[src/rtl/d2q9bgk_pkg.sv]
// Shared types and constants for the D2Q9 BGK cell collision block.
// Holds the beat payload structs, the weight classes and the pipeline depths.
// No dependencies.
package d2q9bgk_pkg;

  localparam int unsigned DIST_W  = 32;
  localparam int unsigned DENS_W  = DIST_W + 4;
  localparam int unsigned OMEGA_W = 15;
  localparam int unsigned NDIR    = 9;
  localparam int unsigned NWT     = 3;

  localparam logic [OMEGA_W-1:0] OMEGA_RESET = 15'd29789;

  // Register stages inside the equilibrium unit and inside one relaxation lane.
  localparam int unsigned EQ_STG = 4;
  localparam int unsigned RX_STG = 3;

  typedef enum logic [1:0] {
    WT_REST,
    WT_AXIS,
    WT_DIAG
  } weight_e;

  typedef struct packed {
    logic signed [DIST_W-1:0] in_rest;
    logic signed [DIST_W-1:0] in_east;
    logic signed [DIST_W-1:0] in_north;
    logic signed [DIST_W-1:0] in_west;
    logic signed [DIST_W-1:0] in_south;
    logic signed [DIST_W-1:0] in_northeast;
    logic signed [DIST_W-1:0] in_northwest;
    logic signed [DIST_W-1:0] in_southwest;
    logic signed [DIST_W-1:0] in_southeast;
  } in_t;

  typedef struct packed {
    logic signed [DIST_W-1:0] out_rest;
    logic signed [DIST_W-1:0] out_east;
    logic signed [DIST_W-1:0] out_north;
    logic signed [DIST_W-1:0] out_west;
    logic signed [DIST_W-1:0] out_south;
    logic signed [DIST_W-1:0] out_northeast;
    logic signed [DIST_W-1:0] out_northwest;
    logic signed [DIST_W-1:0] out_southwest;
    logic signed [DIST_W-1:0] out_southeast;
    logic signed [DENS_W-1:0] cell_density;
    logic                     saturated;
  } out_t;

endpackage

[src/rtl/d2q9bgk_relax.sv]
// One relaxation lane: out = f + round(omega * (feq - f)), saturated to the distribution range.
// Three register stages: difference, multiply, round and clip.
// Depends on d2q9bgk_pkg.
module d2q9bgk_relax (
  input  logic                                     clk_i,
  input  logic [d2q9bgk_pkg::RX_STG-1:0]           adv_i,
  input  logic [d2q9bgk_pkg::OMEGA_W-1:0]          omega_i,
  input  logic signed [d2q9bgk_pkg::DIST_W-1:0]    f_i,
  input  logic signed [d2q9bgk_pkg::DENS_W-1:0]    feq_i,
  output logic signed [d2q9bgk_pkg::DIST_W-1:0]    res_o,
  output logic                                     sat_o
);

  localparam int unsigned DIST_W = d2q9bgk_pkg::DIST_W;
  localparam int unsigned DIFF_W = d2q9bgk_pkg::DENS_W;
  localparam int unsigned OM_FRAC = 14;
  localparam int unsigned PROD_W = DIFF_W + d2q9bgk_pkg::OMEGA_W + 1;
  localparam int unsigned DELTA_W = PROD_W - OM_FRAC;
  localparam int unsigned SUM_W = DELTA_W + 1;

  localparam logic signed [DIST_W-1:0] DIST_MAX = {1'b0, {(DIST_W-1){1'b1}}};
  localparam logic signed [DIST_W-1:0] DIST_MIN = {1'b1, {(DIST_W-1){1'b0}}};
  localparam logic signed [PROD_W-1:0] HALF_LSB = PROD_W'(1) << (OM_FRAC - 1);

  logic signed [DIFF_W-1:0]  diff_d, diff_q;
  logic signed [DIST_W-1:0]  fa_q, fb_q;
  logic signed [PROD_W-1:0]  prod_d, prod_q;
  logic signed [DELTA_W-1:0] delta;
  logic signed [SUM_W-1:0]   sum;
  logic signed [DIST_W-1:0]  res_d, res_q;
  logic                      sat_d, sat_q;

  assign diff_d = feq_i - DIFF_W'(f_i);
  assign prod_d = PROD_W'(diff_q) * PROD_W'($signed({1'b0, omega_i}));

  always_comb begin
    // Adding half an LSB before the arithmetic shift rounds ties toward plus infinity.
    delta = DELTA_W'((prod_q + HALF_LSB) >>> OM_FRAC);
    sum   = SUM_W'(fb_q) + SUM_W'(delta);
    if (sum > SUM_W'(DIST_MAX)) begin
      res_d = DIST_MAX;
      sat_d = 1'b1;
    end else if (sum < SUM_W'(DIST_MIN)) begin
      res_d = DIST_MIN;
      sat_d = 1'b1;
    end else begin
      res_d = DIST_W'(sum);
      sat_d = 1'b0;
    end
  end

  always_ff @(posedge clk_i) begin
    if (adv_i[0]) begin
      diff_q <= diff_d;
      fa_q   <= f_i;
    end
    if (adv_i[1]) begin
      prod_q <= prod_d;
      fb_q   <= fa_q;
    end
    if (adv_i[2]) begin
      res_q <= res_d;
      sat_q <= sat_d;
    end
  end

  assign res_o = res_q;
  assign sat_o = sat_q;

endmodule

[config.mk]
export PLATFORM = sky130hd
export DESIGN_NAME = d2q9bgk_relax
export DESIGN_NICKNAME = d
export VERILOG_FILES = /design/src/rtl/d2q9bgk_pkg.sv /design/src/rtl/d2q9bgk_relax.sv
export SDC_FILE = /design/constraint.sdc
export NUM_CORES = 2
export LEC_CHECK = 0
export ABC_AREA = 1
export BUFFER_PORTS_ARGS = -buffer_cell sky130_fd_sc_hd__buf_2
export CORE_MARGIN = 2
export CORE_UTILIZATION = 59
export CTS_BUF_LIST = sky130_fd_sc_hd__clkbuf_16
export DETAILED_ROUTE_END_ITERATION = 6
export PLACE_DENSITY = 0.8
export SLEW_MARGIN = 5
export SYNTH_ARGS = -nofsm -noshare
export SYNTH_HDL_FRONTEND = slang
export SYNTH_SLANG_ARGS = --single-unit
[constraint.sdc]
create_clock -name clk_i -period 5.51 [get_ports clk_i]
set_input_delay 0 -clock clk_i [delete_from_list [all_inputs] [get_ports clk_i]]
set_output_delay 0 -clock clk_i [all_outputs]
set_load 0.02 [all_outputs]
After elaboration in Yosys (flattened, before gate mapping)
Index checks and enable logic that the tools add are counted.
{"block": "word_totals", "word_cells": 14, "reg_bits": 185, "inputBits": 87, "output_inout_bits": 33}
{"block": "classes", "mux": 2, "mul": 1, "magnitude_cmp": 2, "n_addsub": 3}
{"op": "$add 52x15->52 const B", "n": 1}
{"op": "$mul 36x16->52", "n": 1}
{"op": "$add 32x38->39", "n": 1}
{"op": "$gt 39x32->1 const B", "n": 1}
{"op": "$lt 39x32->1 const B", "n": 1}
{"op": "$sub 36x32->36", "n": 1}
{"op": "$mux 32", "n": 1}
{"op": "$mux 1", "n": 1}

Logic depth before layout (Yosys ltp)
{"block": "logic_depth", "ltp_word": 4, "depth_mapped": 28, "depth_no_buf": 27}

Least setup slack after synthesis
Ideal clock, no wire load.
{"block": "synth_path", "path_type": "register -> register", "from": "register diff_q[35]", "to": "register prod_q[43] (data pin)", "required_ns": 5.257, "setup_time_ns": 0.253, "n_path_buf": 1, "synth_period_minus_slack_ns": 5.785, "slack_ns": -0.275, "arrival_ns": 5.533, "path_stages_with_launch": 23, "path_cell_list": "edfxtp_1 clkbuf_1 nand2_1 inv_1 fa_1 fa_1 fa_1 fa_1 fa_1 inv_1 fa_1 inv_1 ha_1 nand2_1 nor2_1 inv_1 nor2_1 inv_1 nor2_1 nand4_1 o21bai_1 nand4_1 nand2_1"}
{"block": "synth_between", "elab_chain_len": 1}
{"item": "start, declared", "line": "d2q9bgk_relax.sv:25", "rtl": "logic signed [DIFF_W-1:0] diff_d, diff_q;"}
{"item": "start signal, assigned", "line": "d2q9bgk_relax.sv:54", "rtl": "diff_q <= diff_d;"}
{"item": "$mul 36x16->52", "line": "d2q9bgk_relax.sv:34", "rtl": "assign prod_d = PROD_W'(diff_q) * PROD_W'($signed({1'b0, omega_i}));"}
{"item": "named net prod_d[43]", "line": "d2q9bgk_relax.sv:27", "rtl": "logic signed [PROD_W-1:0] prod_d, prod_q;"}
{"item": "end signal, assigned", "line": "d2q9bgk_relax.sv:58", "rtl": "prod_q <= prod_d;"}
{"item": "end, declared", "line": "d2q9bgk_relax.sv:27"}
The timed path passes the listed nets, and every way through them passes these cells.
A chain may end at the register's enable or synchronous reset.

Worst setup path in the final report
{"block": "layout_path", "from": "register diff_q[13]", "to": "register prod_q[43] (data pin)"}
Same word-level chain as after synthesis.

==> run metrics <==
status finished with violations; failing checks setup timing; total global-route track usage 36.5%; Max Cap Viol 0; Worst setup startpoint diff_q[13]; Post-Place Setup Slack -0.539 ns; max-slew violations 0; Final Hold Viols 0; top post-synthesis cells by count 1043 x nand2_1, 1035 x inv_1, 507 x fa_1; share of flip-flops with an asynchronous set or reset 0%; GRT Max-Usage Layer met2; r2r endpoint prod_q[43]; setup violators final 34; vias 28400; R2R Setup Slk -0.65 ns; arrival time worst endpoint 6.37 ns; met2 Track Usage GR 61.6%; Worst path top cell family by delay adder cells; Crit path depth 23; YS warnings 0; Critical R2R Launch diff_q[13]; Yosys top cell by area fa_1; chip width 232 um; CP Class reg -> reg; Port Buffers 119; worst-path cell chain buf_12 -> buf_6 -> buf_6 -> nand2_1 -> fa_1 -> inv_1 -> fa_2 -> fa_1 -> fa_2 -> fa_1 -> inv_1 -> fa_1 -> inv_1 -> ha_4 -> nand2_2 -> nor2_2 -> inv_1 -> nor2_2 -> buf_4 -> nand4_1 -> o21bai_4 -> nand4_1 -> nand2_1; share of cells above drive strength 1 23.9%; Post-Syn Nets 4648; max incr delay on CP 0.65 ns; buffer and inverter count on the worst path 8; post-synthesis xor/xnor area fraction 4.11%; first-pass GRT wire length 151000 um; CTS tree yes; Post-Synth Simple-Gate Area 18.5%; top_reg_cell synth edfxtp_1; DP Area 34700 um^2; required time worst endpoint 5.71 ns; Detail Route Antenna Nets 0; Routed WL per cell 20.4 um; Crit-path slowest cell fa_1; Compound-Gate Fraction of Synth Area 5.50%; Worst-path clk slew 0.09 ns; Clk Latency, worst-skew pair 0.47 ns; CP Capture Type flip-flop; Fill cells 3370; Area Growth Syn to Fin 27.5%; Core Util, Final 76.1%; Seq cells post-synth 172; die area 53800 um^2; end of the critical path prod_q[43]; R2R cell count 23; aggregate routed wire length 103000 um; Post-Synth Adder-Cell Area 41.0%; M1 GR Usage 46.0%; Final Cycle Share 112%; initial DRC count 2777; CTS Root Buffer Type clkbuf_16; Setup TNS -11.24 ns; fin worst setup slack -0.653 ns; Syn Inst Count 3861; multiplexer share of the synthesized area 0%; total clock sinks 172; number of global-route vias before repair 28900; Hold Crit Class in -> reg; startpoint types flip-flop; top-count cell post-synth nand2_1; synthesized cell area 30700 um^2; H-tree lvl count 4; Syn Area/Cell 7.94 um^2; largest net degree at the start of global routing 72; GR Layer Usage met3 5.83%; num rows 83; total CTS buffers 17; vias per inst 5.61; Layout Skew 0.0207 ns; Initial Utilization 59.7%; DP HPWL 76200 um; fin crit period 6.16 ns; register area share after synthesis 16.8%; boundary pin count 120; unrepaired setup endpoints after global routing yes; cell area after layout 39100 um^2; Longest Clk Path Bufs 2; Post-synth EDFFs 172; 1st-pass router iterations 6; Die Y-Extent 232 um; largest cells by area after synthesis fa_1 33%, edfxtp_1 17%, nand2_1 13%, inv_1 13%, ha_1 7.9%; actual slew at the worst max-slew pin 1.10 ns; initial antenna violation count 2; CP max FO 5; drt drc 0; largest family of logic cells by synthesized area adder cells; gpl congestion 1.07; GRT overflow 0; Yosys top cell area share 33.1%; post-synth cell types 42; fmax 162 MHz; core box area 51400 um^2; Total Nets Final 5149; Slew Limit Headroom 26.8%
[worst min path at each step]
| stage | start | to | slack (ns) | cells past startpoint |
|---|---|---|---|---|
| 2_1_floorplan | f_i[0] | fa_q[0] | 0.1 | 0 |
| 3_3_place_gp | f_i[5] | fa_q[5] | 0.19 | 1 |
| 3_5_place_dp | f_i[5] | fa_q[5] | 0.19 | 1 |
| 4_1_cts | feq_i[3] | diff_q[3] | 0.05 | 3 |
| 5_1_grt | feq_i[3] | diff_q[3] | 0.09 | 3 |
| 6_report | feq_i[2] | diff_q[2] | 0.05 | 3 |
[layout by cell type, fill, tap and decap left out, drive strengths merged]
cell type    netlist  final
nand3b             1      1
and3               2      2
nand4             19     19
a211oi             1      1
nor4              19     19
nor4b              1      1
o21bai            11     11
clkinv             0      6
inv             1035   1044
nor3b              1      1
nor3              29     29
o2111ai            3      3
clkbuf            94     20
o211ai             3      3
fa               507    507
a21oi            152    152
a31oi             20     20
xnor2             49     49
o21ai             78     78
o31ai              1      1
nor2             206    206
nand2           1051   1051
o21a              19     19
diode              0      1
dlygate4sd3        0     33
a21boi             5      5
a21o               9      9
buf                8    548
o221ai             2      2
ha               193    193
nand3             74     74
edfxtp           172    172
or4                1      1
xor2              95     95
[metal layers]
metal	share of wire [%]	wire length (um)
met1	35	36600
met2	48	49500
met3	10	10400
met4	6.6	6850
met5	0.011	11
[layout make-up]
| cell class | instances | area (um^2) | area share [%] |
|---|---|---|---|
| well taps | 680 | 851 | 2.18 |
| clock buffers | 17 | 425 | 1.09 |
| repair buffers | 584 | 5150 | 13.2 |
| diodes | 1 | 2.50 | 0.00640 |
| clock inverters | 15 | 184 | 0.470 |
| flip-flops and latches | 172 | 5160 | 13.2 |
| multi-input cells | 2552 | 23400 | 59.9 |
| inverters | 1035 | 3890 | 9.94 |
[per-stage QoR]
| stage | instances | hold WS [ns] |
|---|---|---|
| 3_3_place_gp | 4880 | 0.194 |
| 5_1_grt | 5055 | 0.0858 |
| 3_5_place_dp | 4880 | 0.193 |
| 2_1_floorplan | 3861 | 0.0989 |
| 6_report | 5056 | 0.0500 |
| 4_1_cts | 4995 | 0.0486 |
[logic make-up (layout without fill, tap and decap cells)]
family,count (synthesis),count (layout)
other,0,1
and+or+nand+nor,1404,1404
xor gates and xnor gates,144,144
adders and majority gates,700,700
DFF,172,172
AOI/OAI and AO/OA,304,304
buffers and inverters,1137,1651
[worst register-to-register path, cell delays in order (launching register included)]
cell,delay (ns)
edfxtp_1,0.41
buf_12,0.15
buf_6,0.16
buf_6,0.14
nand2_1,0.06
fa_1,0.47
inv_1,0.06
fa_2,0.49
fa_1,0.65
fa_2,0.51
fa_1,0.51
inv_1,0.07
fa_1,0.48
inv_1,0.08
ha_4,0.32
nand2_2,0.13
nor2_2,0.17
inv_1,0.11
nor2_2,0.15
buf_4,0.15
nand4_1,0.19
o21bai_4,0.27
nand4_1,0.10
nand2_1,0.09
[repair_timing]
item,in CTS,in global routing
gates cloned,1,3
endpoints found under the setup margin,35,39
pin swaps,142,195
setup buffers,52,61
gates resized for setup,313,331
hold buffers,33,0
endpoints found under the hold margin,33,0
[registers in the layout, indices dropped and copies added (netlist names)]
signal	count
res_o	32
fa_q	32
diff_q	36
prod_q	39
fb_q	32
sat_o	1
Power is not shown: default switching activity piles up to over one toggle a cycle in this logic, so the estimate is an artifact.
