### config.mk
export PLATFORM = sky130hd
export DESIGN_NAME = d2q9bgk_equil
export DESIGN_NICKNAME = d
export VERILOG_FILES = /design/src/rtl/d2q9bgk_pkg.sv /design/src/rtl/d2q9bgk_equil.sv
export SDC_FILE = /design/constraint.sdc
export NUM_CORES = 2
export LEC_CHECK = 0
export ABC_AREA = 1
export CORE_ASPECT_RATIO = 0.75
export CORE_UTILIZATION = 44
export DETAILED_ROUTE_END_ITERATION = 10
export DONT_BUFFER_PORTS = 1
export GPL_TIMING_DRIVEN = 0
export PLACE_DENSITY = 0.61
export SYNTH_ARGS = -nofsm -noshare
export SYNTH_HDL_FRONTEND = slang
export SYNTH_SLANG_ARGS = --single-unit
### constraint.sdc
create_clock -name clk_i -period 7.73 [get_ports clk_i]
set_clock_uncertainty 0.1 [all_clocks]
set_input_delay 1.546 -clock clk_i [delete_from_list [all_inputs] [get_ports clk_i]]
set_output_delay 1.546 -clock clk_i [all_outputs]
set_load 0.01 [all_outputs]
### src/rtl/d2q9bgk_pkg.sv
// Shared types and constants for the D2Q9 BGK cell collision block.
// Holds the beat payload structs, the weight classes and the pipeline depths.
// No dependencies.
package d2q9bgk_pkg;

  localparam int unsigned DIST_W  = 32;
  localparam int unsigned DENS_W  = DIST_W + 4;
  localparam int unsigned OMEGA_W = 15;
  localparam int unsigned NDIR    = 9;
  localparam int unsigned NWT     = 3;

  localparam logic [OMEGA_W-1:0] OMEGA_RESET = 15'd29789;

  // Register stages inside the equilibrium unit and inside one relaxation lane.
  localparam int unsigned EQ_STG = 4;
  localparam int unsigned RX_STG = 3;

  typedef enum logic [1:0] {
    WT_REST,
    WT_AXIS,
    WT_DIAG
  } weight_e;

  typedef struct packed {
    logic signed [DIST_W-1:0] in_rest;
    logic signed [DIST_W-1:0] in_east;
    logic signed [DIST_W-1:0] in_north;
    logic signed [DIST_W-1:0] in_west;
    logic signed [DIST_W-1:0] in_south;
    logic signed [DIST_W-1:0] in_northeast;
    logic signed [DIST_W-1:0] in_northwest;
    logic signed [DIST_W-1:0] in_southwest;
    logic signed [DIST_W-1:0] in_southeast;
  } in_t;

  typedef struct packed {
    logic signed [DIST_W-1:0] out_rest;
    logic signed [DIST_W-1:0] out_east;
    logic signed [DIST_W-1:0] out_north;
    logic signed [DIST_W-1:0] out_west;
    logic signed [DIST_W-1:0] out_south;
    logic signed [DIST_W-1:0] out_northeast;
    logic signed [DIST_W-1:0] out_northwest;
    logic signed [DIST_W-1:0] out_southwest;
    logic signed [DIST_W-1:0] out_southeast;
    logic signed [DENS_W-1:0] cell_density;
    logic                     saturated;
  } out_t;

endpackage

### src/rtl/d2q9bgk_equil.sv
// Equilibrium unit: rounds density times one lattice weight (4/9, 1/9 or 1/36).
// Four register stages; the division by nine is a reciprocal multiply plus one correction.
// Depends on d2q9bgk_pkg.
module d2q9bgk_equil (
  input  logic                                     clk_i,
  input  logic [d2q9bgk_pkg::EQ_STG-1:0]           adv_i,
  input  d2q9bgk_pkg::weight_e                     weight_i,
  input  logic signed [d2q9bgk_pkg::DENS_W-1:0]    rho_i,
  output logic signed [d2q9bgk_pkg::DENS_W-1:0]    feq_o
);

  localparam int unsigned U_W    = 41;
  localparam int unsigned U_SPLIT = 21;
  localparam int unsigned M_W    = 38;
  localparam int unsigned M_SPLIT = 19;
  localparam int unsigned Q_W    = M_W;
  localparam int unsigned PROD_W = U_W + M_W;
  localparam int unsigned R_W    = U_W + 1;
  localparam int unsigned BIAS_SHIFT = 37;

  // floor(2^41 / 9); the truncation error keeps the estimate at most one low.
  localparam logic [M_W-1:0] RECIP   = M_W'((64'd1 << U_W) / 64'd9);
  localparam logic [M_SPLIT-1:0] M_LO = RECIP[M_SPLIT-1:0];
  localparam logic [M_W-M_SPLIT-1:0] M_HI = RECIP[M_W-1:M_SPLIT];
  localparam logic [U_W-1:0] U_BIAS  = U_W'(9) << BIAS_SHIFT;
  localparam logic [Q_W:0]   Q_BIAS  = (Q_W+1)'(1) << BIAS_SHIFT;
  localparam logic [R_W-1:0] DIVISOR = R_W'(9);

  localparam int unsigned PH_W  = U_W - U_SPLIT;
  localparam int unsigned PP11_W = PH_W + M_W - M_SPLIT;
  localparam int unsigned PP10_W = PH_W + M_SPLIT;
  localparam int unsigned PP01_W = U_SPLIT + M_W - M_SPLIT;
  localparam int unsigned PP00_W = U_SPLIT + M_SPLIT;

  logic signed [U_W-1:0] rho_x;
  logic signed [U_W-1:0] num;
  logic [U_W-1:0]        u_d, u_q, ub_q, uc_q;
  logic [PP11_W-1:0]     pp11_d, pp11_q;
  logic [PP10_W-1:0]     pp10_d, pp10_q;
  logic [PP01_W-1:0]     pp01_d, pp01_q;
  logic [PP00_W-1:0]     pp00_d, pp00_q;
  logic [PROD_W-1:0]     prod;
  logic [Q_W-1:0]        q0_d, q0_q, q;
  logic [R_W-1:0]        nine_q0, rem;
  logic [Q_W:0]          q_ext;
  logic signed [d2q9bgk_pkg::DENS_W-1:0] feq_d, feq_q;

  // Rounded rho*k/D with ties up reduces to floor(n/9) with:
  // rest n = 4*rho + 4, axis n = rho + 4, diagonal n = floor((rho + 18) / 4).
  always_comb begin
    rho_x = U_W'(rho_i);
    case (weight_i)
      d2q9bgk_pkg::WT_REST: num = (rho_x <<< 2) + U_W'(4);
      d2q9bgk_pkg::WT_AXIS: num = rho_x + U_W'(4);
      d2q9bgk_pkg::WT_DIAG: num = (rho_x + U_W'(18)) >>> 2;
      default:              num = rho_x + U_W'(4);
    endcase
    // A bias of 9 * 2^37 makes the dividend non-negative without moving the quotient grid.
    u_d = $unsigned(num) + U_BIAS;
  end

  always_comb begin
    pp11_d = PP11_W'(u_q[U_W-1:U_SPLIT]) * PP11_W'(M_HI);
    pp10_d = PP10_W'(u_q[U_W-1:U_SPLIT]) * PP10_W'(M_LO);
    pp01_d = PP01_W'(u_q[U_SPLIT-1:0]) * PP01_W'(M_HI);
    pp00_d = PP00_W'(u_q[U_SPLIT-1:0]) * PP00_W'(M_LO);
  end

  always_comb begin
    prod = (PROD_W'(pp11_q) << (U_SPLIT + M_SPLIT))
         + (PROD_W'(pp10_q) << U_SPLIT)
         + (PROD_W'(pp01_q) << M_SPLIT)
         + PROD_W'(pp00_q);
    q0_d = prod[PROD_W-1:U_W];
  end

  always_comb begin
    nine_q0 = (R_W'(q0_q) << 3) + R_W'(q0_q);
    rem     = R_W'(uc_q) - nine_q0;
    q       = q0_q + Q_W'(rem >= DIVISOR);
    q_ext   = {1'b0, q} - Q_BIAS;
    feq_d   = d2q9bgk_pkg::DENS_W'(q_ext);
  end

  always_ff @(posedge clk_i) begin
    if (adv_i[0]) begin
      u_q <= u_d;
    end
    if (adv_i[1]) begin
      pp11_q <= pp11_d;
      pp10_q <= pp10_d;
      pp01_q <= pp01_d;
      pp00_q <= pp00_d;
      ub_q   <= u_q;
    end
    if (adv_i[2]) begin
      q0_q <= q0_d;
      uc_q <= ub_q;
    end
    if (adv_i[3]) begin
      feq_q <= feq_d;
    end
  end

  assign feq_o = feq_q;

endmodule

# Word-level counts from Yosys, hierarchy flattened
# Index checks and enable logic that the tools add are counted.
[op_classes] add_sub_neg=11 n_mul=4 order_cmp=1 n_eq_ne=1 muxes=1 n_reduce_logical=1
[ops] cell="41-bit case mux with 2 select lines" n=1
[ops] cell="21-bit by 19-bit multiplier with 40-bit output (second input constant)" n=2
[ops] cell="79-bit by 40-bit adder with 79-bit output" n=1
[ops] cell="79-bit by 59-bit adder with 79-bit output" n=1
[ops] cell="79-bit by 60-bit adder with 79-bit output" n=1
[ops] cell="20-bit by 19-bit multiplier with 39-bit output (second input constant)" n=2
[ops] cell="41-bit by 38-bit adder with 42-bit output" n=1
[ops] cell="42-bit by 4-bit >= comparator with 1-bit output (second input constant)" n=1
[ops] cell="41-bit by 42-bit subtractor with 42-bit output" n=1
[ops] cell="41-bit adder (second input constant)" n=1
[ops] cell="38-bit by 4-bit adder with 39-bit output (second input constant)" n=1
[ops] cell="36-bit by 4-bit adder with 37-bit output (second input constant)" n=1
[ops] cell="36-bit by 6-bit adder with 37-bit output (second input constant)" n=1
[ops] cell="36-bit by 1-bit adder with 36-bit output" n=1
[ops] cell="36-bit by 1-bit subtractor with 36-bit output (second input constant)" n=1
[ops] cell="2-bit equality test (second input constant)" n=1
[ops] cell="2-bit zero test" n=1
[totals] regBits=355

# Longest topological paths before layout
[logic_depth] word_depth=5 mapped_depth=32

# Worst setup path before layout
# Ideal clock, no wire load.
[synth_timing] path_kind="register -> register" start="register u_q[25]" end="register pp10_q[34], data pin" arrival_time_ns=5.122 required_time_ns=7.378 setup_slack_ns=2.256 path_stages_with_launch=21 n_path_buf=0 period_less_slack_ns=5.474 path_cell_list="edfxtp_1 -> ha_1 -> inv_1 -> fa_1 -> inv_1 -> fa_1 -> fa_1 -> fa_1 -> fa_1 -> ha_1 -> a21oi_1 -> inv_1 -> a31oi_1 -> o21ai_0 -> or2_2 -> a21oi_1 -> o21ai_0 -> nand2_1 -> nand2_1 -> nand2_1 -> nand2_1"
[synth_via] elab_chain_cells=1
[synth_lines] element="start: declaration" line="d2q9bgk_equil.sv:37" source="logic [U_W-1:0] u_d, u_q, ub_q, uc_q;"
[synth_lines] element="start signal: assignment" line="d2q9bgk_equil.sv:87" source="u_q <= u_d;"
[synth_lines] element="20-bit by 19-bit multiplier with 39-bit output" line="d2q9bgk_equil.sv:64" source="pp10_d = PP10_W'(u_q[U_W-1:U_SPLIT]) * PP10_W'(M_LO);"
[synth_lines] element="named net pp10_d[34]" line="d2q9bgk_equil.sv:39" source="logic [PP10_W-1:0] pp10_d, pp10_q;"
[synth_lines] element="end signal: assignment" line="d2q9bgk_equil.sv:91" source="pp10_q <= pp10_d;"
[synth_lines] element="end: declaration" line="d2q9bgk_equil.sv:39"
# The timed path passes the listed nets, and every way through them passes these cells.
# A chain may end at the register's enable or synchronous reset.

# Worst setup path after layout
[layout_timing] start="register u_q[21]" end="register pp10_q[30], data pin"
# Same word-level chain as after synthesis.

==> qor.yml <==
route:
  num_vias: 35300
  first_pass_iters: 6
  via_per_inst: 5.35
  wl_per_cell_microns: 20.7
  drt_iter0_drc: 3088
  wirelength_mm: 137
  antenna_left: 0
  drc: 0
layout:
  n_fill_cell: 9998
  ff_latch_area_sq_um: 9820
  utilization_pct: 47.3
  area_growth_pct: 6.26
  nNetsFinal: 6496
  multi_input_area_sq_um: 31700
  antennaDiodeCount: 0
  drive_gt1_share_pct: 2.25
placed_design:
  place.gp.congestion: 0.971
  hpwl_mm: 118
  port_buffers: 0
die:
  pin_count: 79
  fp.dieH_microns: 282
  die_w_microns: 375
  die_area_sq_um: 106000
  placementRows: 102
  core_sq_um: 103000
  start_util_pct: 44.5
global_route:
  grt_util_met3_pct: 4.83
  grt_overflow: 0
  busiest_layer: "met1"
  use_met1_pct: 41.4
  use_met2_pct: 37.7
  grt_pass1_wl_mm: 210
  grt.total_usage_pct: 26.3
  antenna_found_initial: 6
  grt_pass1_vias: 35000
  grt_start_max_net_pins: 172
clock_tree:
  post_cts_buffers: 0
  cts_buffer_depth: 3
  cts-resized-gates: 0
  cts_max_level: 2
  clockRootBuffer: "clkbuf_16"
  cts_tree: "built"
  clock-sinks: 327
  clk_pin_slew_worst_paths_ps: 70
  cts_inserted_buffers: 36
  insertion_delay_ps: 570
  cts-hold-fix-buffers: 0
setup_path:
  r2r-start: "u_q[21]"
  crit_required_ps: 7930
  worst-path-max-fanout: 11
  cp_slowest_stage_delay_ps: 860
  path_buf_inv: 3
  crit_type: "reg2reg"
  worstSetupStartpointType: "flip-flop"
  rrSetupSlack_ps: 930
  setup.worst_path.end_class: "flip-flop"
  arrival_ps: 7000
  reg2reg_depth: 17
  crit_family: "adder cells"
  cp_slowest_cell: "ha_1"
  crit_path_cell_trace: "ha_1 > ha_1 > inv_1 > fa_1 > inv_1 > fa_1 > fa_1 > fa_1 > ha_1 > a21oi_1 > inv_1 > a31oi_1 > o21ai_0 > or2_2 > a21oi_1 > o21ai_0 > xor2_1"
  rr_endpoint: "pp10_q[30]"
  cp_common_cell: "fa_1"
run_status:
  status: "complete, no violations"
synthesis:
  yosys.area.top_type: "fa_1"
  syn-cell-area_sq_um: 46000
  ys_warn_count: 0
  yosysMostFrequentCell: "inv_1"
  synth_seq_cells: 327
  synth_top_family_by_area: "adder cells"
  synth.top_cell.area_share_pct: 22.6
  yosys.area_share.adder_pct: 42.2
  ys_top_cells_by_count: "inv_1 (1163), nand2_1 (792), ha_1 (719), fa_1 (519), nor2_1 (383)"
  synth-simple-area-share_pct: 14.3
  synthCells: 5177
  synth_edf_count: 327
  muxShareOfSynthArea_pct: 0
  synth_nets: 6458
  yosysUniqueCellTypes: 60
  ys.flop_type: "edfxtp_1"
  yosysSeqAreaShare_pct: 21.4
  yosys-top-cells-area: "fa_1 (23%), edfxtp_1 (21%), ha_1 (20%)"
  syn_area_per_cell_sq_um: 8.88
  yosys.area_share.xor_xnor_pct: 4.10
  async_flop_share_pct: 0
  synth_compound_area_share_pct: 8.34
timing:
  drv_slew: 0
  hold_viol_final: 0
  period_needed_ps: 6800
  slew_headroom_pct: 26.3
  fmax_mhz: 147
  worstMarginPinSlew_ps: 1110
  grt_setup_unrepaired: "no"
  finalSetupTns_ps: 0
  setup_viol: 0
  period_share_pct: 87.9
worst_hold_path:
  hold_path_startpoint: "ub_q[10]"
  hp-class: "reg2reg"
  min_to: "uc_q[10]"
  min_path_cells: 0
flow_run:
  maxCapViolCount: 0
[sequential cells by signal, indices dropped and copies added, names as in the netlist]
register / flops
pp10_q: 38
u_q: 41
uc_q: 41
pp11_q: 35
ub_q: 41
pp00_q: 21
feq_o: 36
pp01_q: 36
q0_q: 38
[layout by cell type, fill, tap and decap left out, types with 8 or more instances in the layout]
master | netlist | final
o21ai_0 | 153 | 153
nand2_1 | 792 | 792
nor2_1 | 383 | 383
o21a_1 | 20 | 20
a21boi_0 | 13 | 13
fa_1 | 519 | 519
nor2_2 | 11 | 11
xnor2_1 | 55 | 55
nand4_1 | 44 | 44
a21oi_1 | 307 | 307
ha_1 | 719 | 719
nand3_1 | 162 | 162
nor3_1 | 67 | 67
o31ai_1 | 8 | 8
o221ai_1 | 16 | 16
nand3b_1 | 9 | 9
inv_1 | 1163 | 1163
o211ai_1 | 29 | 29
nor4_1 | 29 | 29
a21o_1 | 24 | 24
edfxtp_1 | 327 | 327
xor2_1 | 160 | 160
inv_2 | 11 | 11
clkinv_1 | 3 | 8
clkbuf_16 | 0 | 36
a31oi_1 | 39 | 39
o21ai_1 | 9 | 9
clkbuf_1 | 11 | 15
o21bai_1 | 16 | 16
[metal layers]
metal	up-vias	share of wire (%)
met2	1212	40
met4	2	1.3
met1	17200	50
met3	112	8.7
met5	-	0.0095
li1	16800	-
[final cells by class]
type,count,area share (%)
multi-input combinational,3660,64.9
tap,1352,3.46
inverter,1177,9.04
clock buffer,40,1.87
buffer,13,0.102
sequential,327,20.1
clock inverter,26,0.553
[cell families after synthesis]
group | after synthesis
AND/OR/NAND/NOR | 1541
adder cells (fa/ha/maj) | 1238
XOR/XNOR | 215
flip-flops | 327
buffers and inverters | 1190
AO/OA/AOI/OAI | 666
[worst max path at each step]
stage               cells after the start    endpoint  slack, ps     from
floorplan                              20  pp10_q[34]       2260  u_q[25]
global placement                       19  pp00_q[36]       1070   u_q[8]
detailed placement                     19  pp00_q[36]       1080   u_q[8]
CTS                                    19  pp00_q[36]       1020   u_q[8]
global route                           19  pp00_q[36]        590   u_q[8]
finish                                 17  pp10_q[30]        930  u_q[21]
[per-stage QoR]
stage	setup slack (ps)	hold WS, ps	cells	instance area (sq um)
after floorplan	2260	300	5177	46000
after global placement	1070	301	6529	47700
after detailed placement	1080	305	6529	47700
after CTS	1020	315	6595	48900
after global routing	587	325	6595	48900
final	934	317	6595	48900
Power is not shown: default switching activity piles up to over one toggle a cycle in this logic, so the estimate is an artifact.
